==> src/arm_pkg.sv <==
// Shared constants, types and state codes for the audio RMS level meter.
`timescale 1ns / 1ps

package arm_pkg;

  // Field widths
  localparam int SAMPLE_W   = 16;
  localparam int LEVEL_W    = 15;
  localparam int GAIN_W     = 16;
  localparam int CFG_DATA_W = 16;
  localparam int CFG_IDX_W  = 1;

  // Buffer length limit, in stereo frames
  localparam int MAX_FRAMES = 256;
  localparam int CNT_MAX    = 2 * MAX_FRAMES;
  localparam int CNT_W      = $clog2(CNT_MAX + 1);

  // Accumulator and squares
  localparam int SQ_W  = 2 * SAMPLE_W - 1;
  localparam int SUM_W = 38;
  localparam logic [SUM_W:0] SUM_MAX = {1'b0, {SUM_W{1'b1}}};

  // Divider: divisor is four times the sample count
  localparam int DVS_W  = CNT_W + 2;
  localparam int STEP_W = $clog2(SUM_W);

  // Square root: two radicand bits per step
  localparam int ROOT_W     = SUM_W / 2;
  localparam int SQRT_STEPS = SUM_W / 2;
  localparam int SREM_W     = ROOT_W + 2;
  localparam int TRIAL_W    = ROOT_W + 4;

  // Smoothing arithmetic
  localparam int KEEP_W    = GAIN_W + 1;
  localparam int PROD_W    = LEVEL_W + KEEP_W;
  localparam int ACC_W     = PROD_W + 1;
  localparam logic [KEEP_W-1:0] GAIN_ONE = KEEP_W'(1 << GAIN_W);
  localparam logic [ACC_W-1:0]  ROUND_HALF = ACC_W'(1 << (GAIN_W - 1));

  // Full-scale level, 1.0 in Q1.14 of halved samples
  localparam logic [LEVEL_W-1:0] LEVEL_FULL_SCALE = LEVEL_W'(16384);

  // Queue between front and back
  localparam int FIFO_DEPTH = 4;
  localparam int FIFO_PTR_W = $clog2(FIFO_DEPTH);
  localparam int FIFO_LVL_W = $clog2(FIFO_DEPTH + 1);

  // Configuration register indexes
  localparam logic [CFG_IDX_W-1:0] CFG_SMOOTH_GAIN    = CFG_IDX_W'(0);
  localparam logic [CFG_IDX_W-1:0] CFG_LOUD_THRESHOLD = CFG_IDX_W'(1);

  // Configuration reset values
  localparam logic [GAIN_W-1:0]  GAIN_RESET      = GAIN_W'(4588);
  localparam logic [LEVEL_W-1:0] THRESHOLD_RESET = LEVEL_W'(1311);

  // Queue entry: both squares of one frame and its end-of-buffer mark
  typedef struct packed {
    logic [SQ_W-1:0] sq_left;
    logic [SQ_W-1:0] sq_right;
    logic            last_frame;
  } sq_entry_t;

  // Back-end sequencer states
  typedef enum logic [2:0] {
    ST_ACC,
    ST_DIV,
    ST_SQRT,
    ST_MUL,
    ST_ADD
  } arm_state_e;

endpackage

==> src/arm_frame_if.sv <==
// Input channel carrying one stereo frame per transaction.
`timescale 1ns / 1ps

interface arm_frame_if;
  logic               valid;
  logic               ready;
  logic signed [15:0] left_sample;
  logic signed [15:0] right_sample;
  logic               last_frame;

  modport source (output valid, left_sample, right_sample, last_frame, input ready);
  modport sink   (input valid, left_sample, right_sample, last_frame, output ready);
endinterface

==> src/arm_level_if.sv <==
// Output channel carrying one level result per transaction.
`timescale 1ns / 1ps

interface arm_level_if;
  logic        valid;
  logic        ready;
  logic [14:0] rms_level;
  logic [14:0] smoothed_level;
  logic        loud;

  modport source (output valid, rms_level, smoothed_level, loud, input ready);
  modport sink   (input valid, rms_level, smoothed_level, loud, output ready);
endinterface

==> src/audio_rms_level_meter_core.sv <==
// Top level of the audio RMS level meter: config registers, front, queue, back.
//
//  channel     dir  payload                                    transaction when
//  frame_if    in   left_sample, right_sample, last_frame      valid & ready
//  level_if    out  rms_level, smoothed_level, loud            valid & ready
//  cfg_*       in   cfg_idx_i, cfg_data_i                      cfg_we_i
//
// A frame that does not end a buffer is accumulated in the back end; the
// squares are formed one stage earlier in the front end.
// A buffer end then runs the bit-serial divider, the square root unit, and
// the smoothing multiply and add.
// The 4-entry queue keeps taking frames while the back end divides.
// A finished result waits in the output register; the back end stalls only
// when a second result is ready before the first is taken.
// Reset clears the sum, the count, the smoothed level and all valid flags.
`timescale 1ns / 1ps

module audio_rms_level_meter_core (
  input  logic                               clk_i,
  input  logic                               rst_ni,
  input  logic                               cfg_we_i,
  input  logic [arm_pkg::CFG_IDX_W-1:0]      cfg_idx_i,
  input  logic [arm_pkg::CFG_DATA_W-1:0]     cfg_data_i,
  arm_frame_if.sink                          frame_if,
  arm_level_if.source                        level_if
);
  import arm_pkg::*;

  logic [GAIN_W-1:0]     gain_q;
  logic [LEVEL_W-1:0]    thr_q;
  logic                  push_valid;
  logic                  push_ready;
  sq_entry_t             push_data;
  logic                  pop_valid;
  logic                  pop_ready;
  sq_entry_t             pop_data;
  logic [FIFO_LVL_W-1:0] fifo_level;
  logic [CNT_W-1:0]      acc_count;

  // Configuration registers
  always_ff @(posedge clk_i or negedge rst_ni) begin
    if (!rst_ni) begin
      gain_q <= GAIN_RESET;
      thr_q  <= THRESHOLD_RESET;
    end else if (cfg_we_i) begin
      unique case (cfg_idx_i)
        CFG_SMOOTH_GAIN:    gain_q <= cfg_data_i[GAIN_W-1:0];
        CFG_LOUD_THRESHOLD: thr_q  <= cfg_data_i[LEVEL_W-1:0];
        default: ;
      endcase
    end
  end

  arm_front u_front (
    .clk_i        (clk_i),
    .rst_ni       (rst_ni),
    .frame_if     (frame_if),
    .push_valid_o (push_valid),
    .push_ready_i (push_ready),
    .push_data_o  (push_data)
  );

  arm_fifo u_fifo (
    .clk_i        (clk_i),
    .rst_ni       (rst_ni),
    .push_valid_i (push_valid),
    .push_ready_o (push_ready),
    .push_data_i  (push_data),
    .pop_valid_o  (pop_valid),
    .pop_ready_i  (pop_ready),
    .pop_data_o   (pop_data),
    .level_o      (fifo_level)
  );

  arm_back u_back (
    .clk_i       (clk_i),
    .rst_ni      (rst_ni),
    .pop_valid_i (pop_valid),
    .pop_ready_o (pop_ready),
    .pop_data_i  (pop_data),
    .gain_i      (gain_q),
    .thr_i       (thr_q),
    .level_if    (level_if),
    .acc_count_o (acc_count)
  );

  // Levels stay within full scale
  a_rms_range: assert property (@(posedge clk_i) disable iff (!rst_ni)
    level_if.valid |-> level_if.rms_level <= LEVEL_FULL_SCALE)
    else $error("rms level above full scale");

  a_smooth_range: assert property (@(posedge clk_i) disable iff (!rst_ni)
    level_if.valid |-> level_if.smoothed_level <= LEVEL_FULL_SCALE)
    else $error("smoothed level above full scale");

  // Queue never overfills
  a_fifo_level: assert property (@(posedge clk_i) disable iff (!rst_ni)
    fifo_level <= FIFO_LVL_W'(FIFO_DEPTH))
    else $error("queue level above depth");

  // Sample count saturates at the buffer limit
  a_count_limit: assert property (@(posedge clk_i) disable iff (!rst_ni)
    acc_count <= CNT_W'(CNT_MAX))
    else $error("sample count above limit");

endmodule

==> src/arm_front.sv <==
// Front end: takes frames, squares both samples and queues them.
`timescale 1ns / 1ps

module arm_front (
  input  logic              clk_i,
  input  logic              rst_ni,
  arm_frame_if.sink         frame_if,
  output logic              push_valid_o,
  input  logic              push_ready_i,
  output arm_pkg::sq_entry_t push_data_o
);
  import arm_pkg::*;

  logic                       vld_q;
  logic signed [SAMPLE_W-1:0] left_q;
  logic signed [SAMPLE_W-1:0] right_q;
  logic                       last_q;
  logic signed [2*SAMPLE_W-1:0] sq_left;
  logic signed [2*SAMPLE_W-1:0] sq_right;
  logic                       take;

  // Stage register frees up as soon as the queue takes its content
  assign frame_if.ready = !vld_q || push_ready_i;
  assign take           = frame_if.valid && frame_if.ready;

  always_ff @(posedge clk_i or negedge rst_ni) begin
    if (!rst_ni) begin
      vld_q <= 1'b0;
    end else if (frame_if.ready) begin
      vld_q <= frame_if.valid;
    end
  end

  always_ff @(posedge clk_i) begin
    if (take) begin
      left_q  <= frame_if.left_sample;
      right_q <= frame_if.right_sample;
      last_q  <= frame_if.last_frame;
    end
  end

  // Squares are never negative; the top bit of the product is always zero
  assign sq_left  = left_q * left_q;
  assign sq_right = right_q * right_q;

  assign push_valid_o           = vld_q;
  assign push_data_o.sq_left    = sq_left[SQ_W-1:0];
  assign push_data_o.sq_right   = sq_right[SQ_W-1:0];
  assign push_data_o.last_frame = last_q;

endmodule

==> src/arm_fifo.sv <==
// Short queue of squared frames between front and back end.
`timescale 1ns / 1ps

module arm_fifo (
  input  logic                             clk_i,
  input  logic                             rst_ni,
  input  logic                             push_valid_i,
  output logic                             push_ready_o,
  input  arm_pkg::sq_entry_t               push_data_i,
  output logic                             pop_valid_o,
  input  logic                             pop_ready_i,
  output arm_pkg::sq_entry_t               pop_data_o,
  output logic [arm_pkg::FIFO_LVL_W-1:0]   level_o
);
  import arm_pkg::*;

  sq_entry_t             mem [FIFO_DEPTH];
  logic [FIFO_PTR_W-1:0] wr_ptr_q;
  logic [FIFO_PTR_W-1:0] rd_ptr_q;
  logic [FIFO_LVL_W-1:0] level_q;
  logic                  push;
  logic                  pop;

  assign push_ready_o = (level_q != FIFO_LVL_W'(FIFO_DEPTH));
  assign pop_valid_o  = (level_q != '0);
  assign push         = push_valid_i && push_ready_o;
  assign pop          = pop_valid_o && pop_ready_i;
  assign pop_data_o   = mem[rd_ptr_q];
  assign level_o      = level_q;

  // Pointers and fill level
  always_ff @(posedge clk_i or negedge rst_ni) begin
    if (!rst_ni) begin
      wr_ptr_q <= '0;
      rd_ptr_q <= '0;
      level_q  <= '0;
    end else begin
      if (push) wr_ptr_q <= wr_ptr_q + FIFO_PTR_W'(1);
      if (pop)  rd_ptr_q <= rd_ptr_q + FIFO_PTR_W'(1);
      if (push && !pop)      level_q <= level_q + FIFO_LVL_W'(1);
      else if (pop && !push) level_q <= level_q - FIFO_LVL_W'(1);
    end
  end

  // Storage
  always_ff @(posedge clk_i) begin
    if (push) mem[wr_ptr_q] <= push_data_i;
  end

endmodule

==> src/arm_back.sv <==
// Back end: accumulates squares, then divides, takes the root and smooths.
`timescale 1ns / 1ps

module arm_back (
  input  logic                           clk_i,
  input  logic                           rst_ni,
  input  logic                           pop_valid_i,
  output logic                           pop_ready_o,
  input  arm_pkg::sq_entry_t             pop_data_i,
  input  logic [arm_pkg::GAIN_W-1:0]     gain_i,
  input  logic [arm_pkg::LEVEL_W-1:0]    thr_i,
  arm_level_if.source                    level_if,
  output logic [arm_pkg::CNT_W-1:0]      acc_count_o
);
  import arm_pkg::*;

  arm_state_e state_q, state_d;

  // Running accumulation
  logic [SUM_W-1:0] sum_q;
  logic [CNT_W-1:0] cnt_q;
  logic [SUM_W:0]   sum_add;
  logic [SUM_W-1:0] sum_new;
  logic [CNT_W-1:0] cnt_new;
  logic             pop;

  // Shared shift register: dividend/quotient, then radicand
  logic [SUM_W-1:0]  dvd_q;
  logic [DVS_W-1:0]  dvs_q;
  logic [DVS_W-1:0]  rem_q;
  logic [STEP_W-1:0] step_q;
  logic [DVS_W:0]    rem_sh;
  logic              q_bit;

  // Square root
  logic [ROOT_W-1:0]  root_q;
  logic [SREM_W-1:0]  srem_q;
  logic [TRIAL_W-1:0] srem_sh;
  logic [TRIAL_W-1:0] trial;
  logic               r_bit;

  // Smoothing
  logic [LEVEL_W-1:0] smoothed_q;
  logic [LEVEL_W-1:0] rms_q;
  logic [KEEP_W-1:0]  keep;
  logic [PROD_W-1:0]  prod_old_q;
  logic [PROD_W-1:0]  prod_new_q;
  logic [ACC_W-1:0]   acc;
  logic [LEVEL_W-1:0] smooth_d;

  // Output register
  logic               out_vld_q;
  logic [LEVEL_W-1:0] out_rms_q;
  logic [LEVEL_W-1:0] out_smooth_q;
  logic               out_loud_q;
  logic               out_load;

  assign pop = pop_valid_i && pop_ready_o;

  // Saturating add of both squares; samples past the limit are dropped
  assign sum_add = {1'b0, sum_q} + (SUM_W+1)'(pop_data_i.sq_left)
                 + (SUM_W+1)'(pop_data_i.sq_right);
  always_comb begin
    if (cnt_q < CNT_W'(CNT_MAX)) begin
      sum_new = (sum_add > SUM_MAX) ? SUM_MAX[SUM_W-1:0] : sum_add[SUM_W-1:0];
      cnt_new = cnt_q + CNT_W'(2);
    end else begin
      sum_new = sum_q;
      cnt_new = cnt_q;
    end
  end

  // Restoring division step
  assign rem_sh = {rem_q, dvd_q[SUM_W-1]};
  assign q_bit  = (rem_sh >= {1'b0, dvs_q});

  // Square root step: two radicand bits in, one root bit out
  assign srem_sh = {srem_q, dvd_q[SUM_W-1 -: 2]};
  assign trial   = {2'b00, root_q, 2'b01};
  assign r_bit   = (srem_sh >= trial);

  // Exponential average with round half up
  assign keep     = GAIN_ONE - KEEP_W'(gain_i);
  assign acc      = ACC_W'(prod_old_q) + ACC_W'(prod_new_q) + ROUND_HALF;
  assign smooth_d = acc[GAIN_W +: LEVEL_W];

  // Sequencer state register
  always_ff @(posedge clk_i or negedge rst_ni) begin
    if (!rst_ni) begin
      state_q <= ST_ACC;
    end else begin
      state_q <= state_d;
    end
  end

  // Next state and handshakes
  always_comb begin
    state_d     = state_q;
    pop_ready_o = 1'b0;
    out_load    = 1'b0;
    unique case (state_q)
      ST_ACC: begin
        pop_ready_o = 1'b1;
        if (pop_valid_i && pop_data_i.last_frame) state_d = ST_DIV;
      end
      ST_DIV: begin
        if (step_q == '0) state_d = ST_SQRT;
      end
      ST_SQRT: begin
        if (step_q == '0) state_d = ST_MUL;
      end
      ST_MUL: begin
        state_d = ST_ADD;
      end
      ST_ADD: begin
        if (!out_vld_q || level_if.ready) begin
          out_load = 1'b1;
          state_d  = ST_ACC;
        end
      end
      default: state_d = ST_ACC;
    endcase
  end

  // Architectural state: sum, count, smoothed level, output valid
  always_ff @(posedge clk_i or negedge rst_ni) begin
    if (!rst_ni) begin
      sum_q      <= '0;
      cnt_q      <= '0;
      smoothed_q <= '0;
      out_vld_q  <= 1'b0;
    end else begin
      if (pop) begin
        if (pop_data_i.last_frame) begin
          sum_q <= '0;
          cnt_q <= '0;
        end else begin
          sum_q <= sum_new;
          cnt_q <= cnt_new;
        end
      end
      if (out_load) begin
        smoothed_q <= smooth_d;
        out_vld_q  <= 1'b1;
      end else if (level_if.ready) begin
        out_vld_q  <= 1'b0;
      end
    end
  end

  // Arithmetic datapath
  always_ff @(posedge clk_i) begin
    unique case (state_q)
      ST_ACC: begin
        if (pop && pop_data_i.last_frame) begin
          dvd_q  <= sum_new;
          dvs_q  <= {cnt_new, 2'b00};
          rem_q  <= '0;
          step_q <= STEP_W'(SUM_W - 1);
        end
      end
      ST_DIV: begin
        dvd_q <= {dvd_q[SUM_W-2:0], q_bit};
        rem_q <= q_bit ? DVS_W'(rem_sh - {1'b0, dvs_q}) : rem_sh[DVS_W-1:0];
        if (step_q == '0) begin
          step_q <= STEP_W'(SQRT_STEPS - 1);
          root_q <= '0;
          srem_q <= '0;
        end else begin
          step_q <= step_q - STEP_W'(1);
        end
      end
      ST_SQRT: begin
        dvd_q  <= {dvd_q[SUM_W-3:0], 2'b00};
        root_q <= {root_q[ROOT_W-2:0], r_bit};
        srem_q <= r_bit ? SREM_W'(srem_sh - trial) : srem_sh[SREM_W-1:0];
        step_q <= step_q - STEP_W'(1);
      end
      ST_MUL: begin
        rms_q      <= root_q[LEVEL_W-1:0];
        prod_old_q <= PROD_W'(smoothed_q) * PROD_W'(keep);
        prod_new_q <= PROD_W'(gain_i) * PROD_W'(root_q[LEVEL_W-1:0]);
      end
      ST_ADD: begin
        if (out_load) begin
          out_rms_q    <= rms_q;
          out_smooth_q <= smooth_d;
          out_loud_q   <= (rms_q >= thr_i);
        end
      end
      default: ;
    endcase
  end

  assign level_if.valid          = out_vld_q;
  assign level_if.rms_level      = out_rms_q;
  assign level_if.smoothed_level = out_smooth_q;
  assign level_if.loud           = out_loud_q;
  assign acc_count_o             = cnt_q;

endmodule

==> src/flat_wrapper.sv <==
// flat-port wrapper written by rule: the top's interface ports become plain ports
module audio_rms_level_meter_core_flat import arm_pkg::*;
  (clk_i, rst_ni, cfg_we_i, cfg_idx_i, cfg_data_i, frame_if_valid, frame_if_left_sample, frame_if_right_sample, frame_if_last_frame, frame_if_ready, level_if_valid, level_if_rms_level, level_if_smoothed_level, level_if_loud, level_if_ready);
  arm_frame_if frame_if_i ();
  arm_level_if level_if_i ();
  input  logic clk_i;
  input  logic rst_ni;
  input  logic cfg_we_i;
  input  logic [arm_pkg::CFG_IDX_W-1:0] cfg_idx_i;
  input  logic [arm_pkg::CFG_DATA_W-1:0] cfg_data_i;
  input wire logic [$bits(frame_if_i.valid)-1:0] frame_if_valid;
  input wire logic [$bits(frame_if_i.left_sample)-1:0] frame_if_left_sample;
  input wire logic [$bits(frame_if_i.right_sample)-1:0] frame_if_right_sample;
  input wire logic [$bits(frame_if_i.last_frame)-1:0] frame_if_last_frame;
  output wire logic [$bits(frame_if_i.ready)-1:0] frame_if_ready;
  output wire logic [$bits(level_if_i.valid)-1:0] level_if_valid;
  output wire logic [$bits(level_if_i.rms_level)-1:0] level_if_rms_level;
  output wire logic [$bits(level_if_i.smoothed_level)-1:0] level_if_smoothed_level;
  output wire logic [$bits(level_if_i.loud)-1:0] level_if_loud;
  input wire logic [$bits(level_if_i.ready)-1:0] level_if_ready;
  assign frame_if_i.valid = frame_if_valid;
  assign frame_if_i.left_sample = frame_if_left_sample;
  assign frame_if_i.right_sample = frame_if_right_sample;
  assign frame_if_i.last_frame = frame_if_last_frame;
  assign frame_if_ready = frame_if_i.ready;
  assign level_if_valid = level_if_i.valid;
  assign level_if_rms_level = level_if_i.rms_level;
  assign level_if_smoothed_level = level_if_i.smoothed_level;
  assign level_if_loud = level_if_i.loud;
  assign level_if_i.ready = level_if_ready;
  audio_rms_level_meter_core u_core (.clk_i(clk_i), .rst_ni(rst_ni), .cfg_we_i(cfg_we_i), .cfg_idx_i(cfg_idx_i), .cfg_data_i(cfg_data_i), .frame_if(frame_if_i), .level_if(level_if_i));
endmodule
==> config.mk <==
export PLATFORM = sky130hd
export DESIGN_NAME = audio_rms_level_meter_core_flat
export DESIGN_NICKNAME = d
export VERILOG_FILES = /design/src/arm_pkg.sv /design/src/arm_frame_if.sv /design/src/arm_level_if.sv /design/src/audio_rms_level_meter_core.sv /design/src/arm_front.sv /design/src/arm_fifo.sv /design/src/arm_back.sv /design/src/flat_wrapper.sv
export SDC_FILE = /design/constraint.sdc
export NUM_CORES = 2
export LEC_CHECK = 0
export BUFFER_PORTS_ARGS = -buffer_cell sky130_fd_sc_hd__buf_2
export CAP_MARGIN = 5
export CORE_AREA = 3 3 326 489
export CTS_CLUSTER_SIZE = 10
export DETAILED_ROUTE_END_ITERATION = 8
export DIE_AREA = 0 0 329 492
export PLACE_DENSITY = 0.64
export SYNTH_ARGS = -nofsm -noshare
export SYNTH_HDL_FRONTEND = slang
export SYNTH_HIERARCHICAL = 1
export SYNTH_SLANG_ARGS = --single-unit
==> constraint.sdc <==
create_clock -name clk_i -period 11.4 [get_ports clk_i]
set_input_delay 0.57 -clock clk_i [delete_from_list [all_inputs] [get_ports clk_i]]
set_output_delay 0.57 -clock clk_i [all_outputs]
set_load 0.01 [all_outputs]
==> results.cfg <==
[sta]
max_freq_mhz = 111
finalHoldViolCount = 0
setup_viol = 0
period_needed_ns = 9.02
maxSlewViolCount = 0
post-route-period-util_pct = 79.1
rsz0062_at_grt = no
relSlewSlack_pct = 14.4
hold-worst-slack_ns = 0.0823
tightest_slew_ns = 1.27
fin_tns_setup_ns = 0
skew_ns = 0.0543

[place]
place_area_sq_mm = 0.0646
dp_hpwl_um = 116000
gp_congestion = 0.909
placedCellCount = 7793
port_buffers = 87

[floorplanning]
die_x_um = 329
io_pins = 88
die_area_sq_mm = 0.162
fp.dieH_um = 492
core_area_sq_mm = 0.155
initial_core_util_pct = 40.0
floorplan.rows = 177

[cells_and_area]
area_delta_synth_final_pct = 8.02
fin_cells = 7946
nets = 7247
antenna_cells = 0
fin_area_sq_mm = 0.0671
fillCellCount = 14654
drive_above_1_share_pct = 7.10

[setup_path]
startpoint_type = flip-flop
ff2ff_path_depth = 26
cp-end-kind = flip-flop
path_class = flip-flop to flip-flop
arrival_ns = 9.41
crit_required_ns = 11.80
cp_max_fo = 22

[synthesis]
postSynthCellCount = 5809
yosys_warnings = 6
avgSynthCellArea_sq_um = 10.7
syn_area_sq_mm = 0.0621

[global_routing]
grt_pass1_vias = 45288
grt_start_max_net_pins = 78
grt_overflow_total = 0
grt_pass1_wl_um = 242000
grt_use_total_pct = 19.0
antenna_found_initial = 0

[clocking]
cts_tree = yes
cts_resized = 0
clockRootBuffer = clkbuf_16
h-tree-depth = 3
clk_pin_slew_worst_paths_ns = 0.06
cts.path.max_buffers = 3
cts_sinks = 603
clk_latency_ns = 0.69
cts_made_buffers = 75

[worst_hold_path]
hold_path_class = primary input to flip-flop
holdPathStages = 1

[detailed_routing]
vias_per_cell = 5.16
avgRoutedWirePerCell_um = 18.9
drt_iter0_markers = 2268
vias = 41005
drt_first_pass_iters = 5
routed_wl_um = 150000
ant_nets = 0
drc_errors = 0

[run]
drv_cap = 0

[run_status]
outcome = completed
==> worst max-delay path, cell delays in order, from the launching register on <==
cell,delay [ns]
dfrtp_1,0.32
buf_4,0.26
inv_1,0.32
nand3_1,0.20
or3_1,0.52
nor3_1,0.14
xnor2_1,1.02
nand2_1,0.17
fa_1,0.52
fa_1,0.52
inv_1,0.05
fa_1,0.47
fa_1,0.53
fa_1,0.57
inv_1,0.06
fa_1,0.53
inv_1,0.04
ha_1,0.38
nand4_1,0.14
or4_1,0.52
a21o_1,0.17
a31oi_1,0.36
nor4_1,0.09
nor3_1,0.33
a41o_1,0.27
o41ai_1,0.09
xnor2_1,0.13
==> final timing paths <==
| check | slack, ns | startpoint | to |
|---|---|---|---|
| setup / recovery | 2.38 | u_core/gain_q[0] | u_core/u_back/prod_old_q[29] |
| hold / removal | 0.08 | frame_if_right_sample[2] | u_core/u_front/right_q[2] |
| setup reg to reg | 2.38 | u_core/gain_q[0] | u_core/u_back/prod_old_q[29] |
| hold reg to reg | 0.47 | u_core/u_front/last_q | u_core/u_fifo/mem[1][0] |
| max in group asynchronous | 9.29 | rst_ni | u_core/u_fifo/rd_ptr_q[0] |
| min in group asynchronous | 0.55 | rst_ni | u_core/thr_q[9] |
==> stage by stage <==
step	util, %	setup slack, ns
6_report	43.2	2.38
3_5_place_dp	41.6	2.41
2_1_floorplan	-	3.53
4_1_cts	43.2	2.38
5_1_grt	43.2	1.99
3_3_place_gp	41.6	2.49
==> metal layers <==
metal	track usage, %	share of wire (%)	up-vias
met4	7.92	4.3	0
met2	36.5	55	905
met1	20.8	37	21050
met3	2.00	3.6	328
met5	0	0	-
li1	-	-	18722
==> placed cells by master (no fill, tap or decap), types with 53 or more instances in the layout <==
cell / count
dfrtp_1: 89
nand3_1: 53
a21oi_1: 151
nor2_1: 275
xor2_1: 63
edfxtp_1: 498
nor3_1: 67
and2_1: 313
nand2_1: 550
clkbuf_16: 75
buf_2: 86
ha_1: 501
inv_1: 1149
a21o_1: 71
mux4_2: 63
fa_1: 863
xnor2_1: 168
o21ai_0: 140
==> repair_timing <==
item	CTS	global route
endpoints found under the hold margin	27	0
buffers inserted	0	0
hold buffers	16	0
==> layout make-up <==
cell class	instances	area, sq um	area share [%]
multi-input cells	3846	39300	58.6
flip-flops and latches	603	17600	26.2
inverters	1153	4330	6.45
well taps	2058	2570	3.84
clock buffers	119	2060	3.07
repair buffers	149	943	1.41
clock inverters	18	277	0.412
==> state kept, by name (all words and copies together) (netlist names), 2 cells and up <==
| name | flops |
|---|---|
| u_core/u_back/srem_q | 21 |
| u_core/u_fifo/rd_ptr_q | 2 |
| u_core/u_fifo/mem | 252 |
| u_core/thr_q | 15 |
| u_core/u_back/sum_q | 38 |
| u_core/u_back/rms_q | 15 |
| u_core/u_back/acc_count_o | 9 |
| u_core/u_back/prod_new_q | 31 |
| u_core/u_front/left_q | 16 |
| u_core/gain_q | 16 |
| u_core/u_back/root_q | 19 |
| u_core/u_back/step_q | 6 |
| u_core/u_fifo/wr_ptr_q | 2 |
| u_core/u_back/dvd_q | 38 |
| u_core/u_front/right_q | 16 |
| u_core/u_fifo/level_o | 3 |
| u_core/u_back/prod_old_q | 31 |
| u_core/u_back/rem_q | 12 |
| u_core/u_back/dvs_q | 9 |
| u_core/u_back/smoothed_q | 15 |
| u_core/u_back/level_if.smoothed_level | 15 |
| u_core/u_back/state_q | 3 |
| u_core/u_back/level_if.rms_level | 15 |
Power is not shown: default switching activity piles up to over one toggle a cycle in this logic, so the estimate is an artifact.
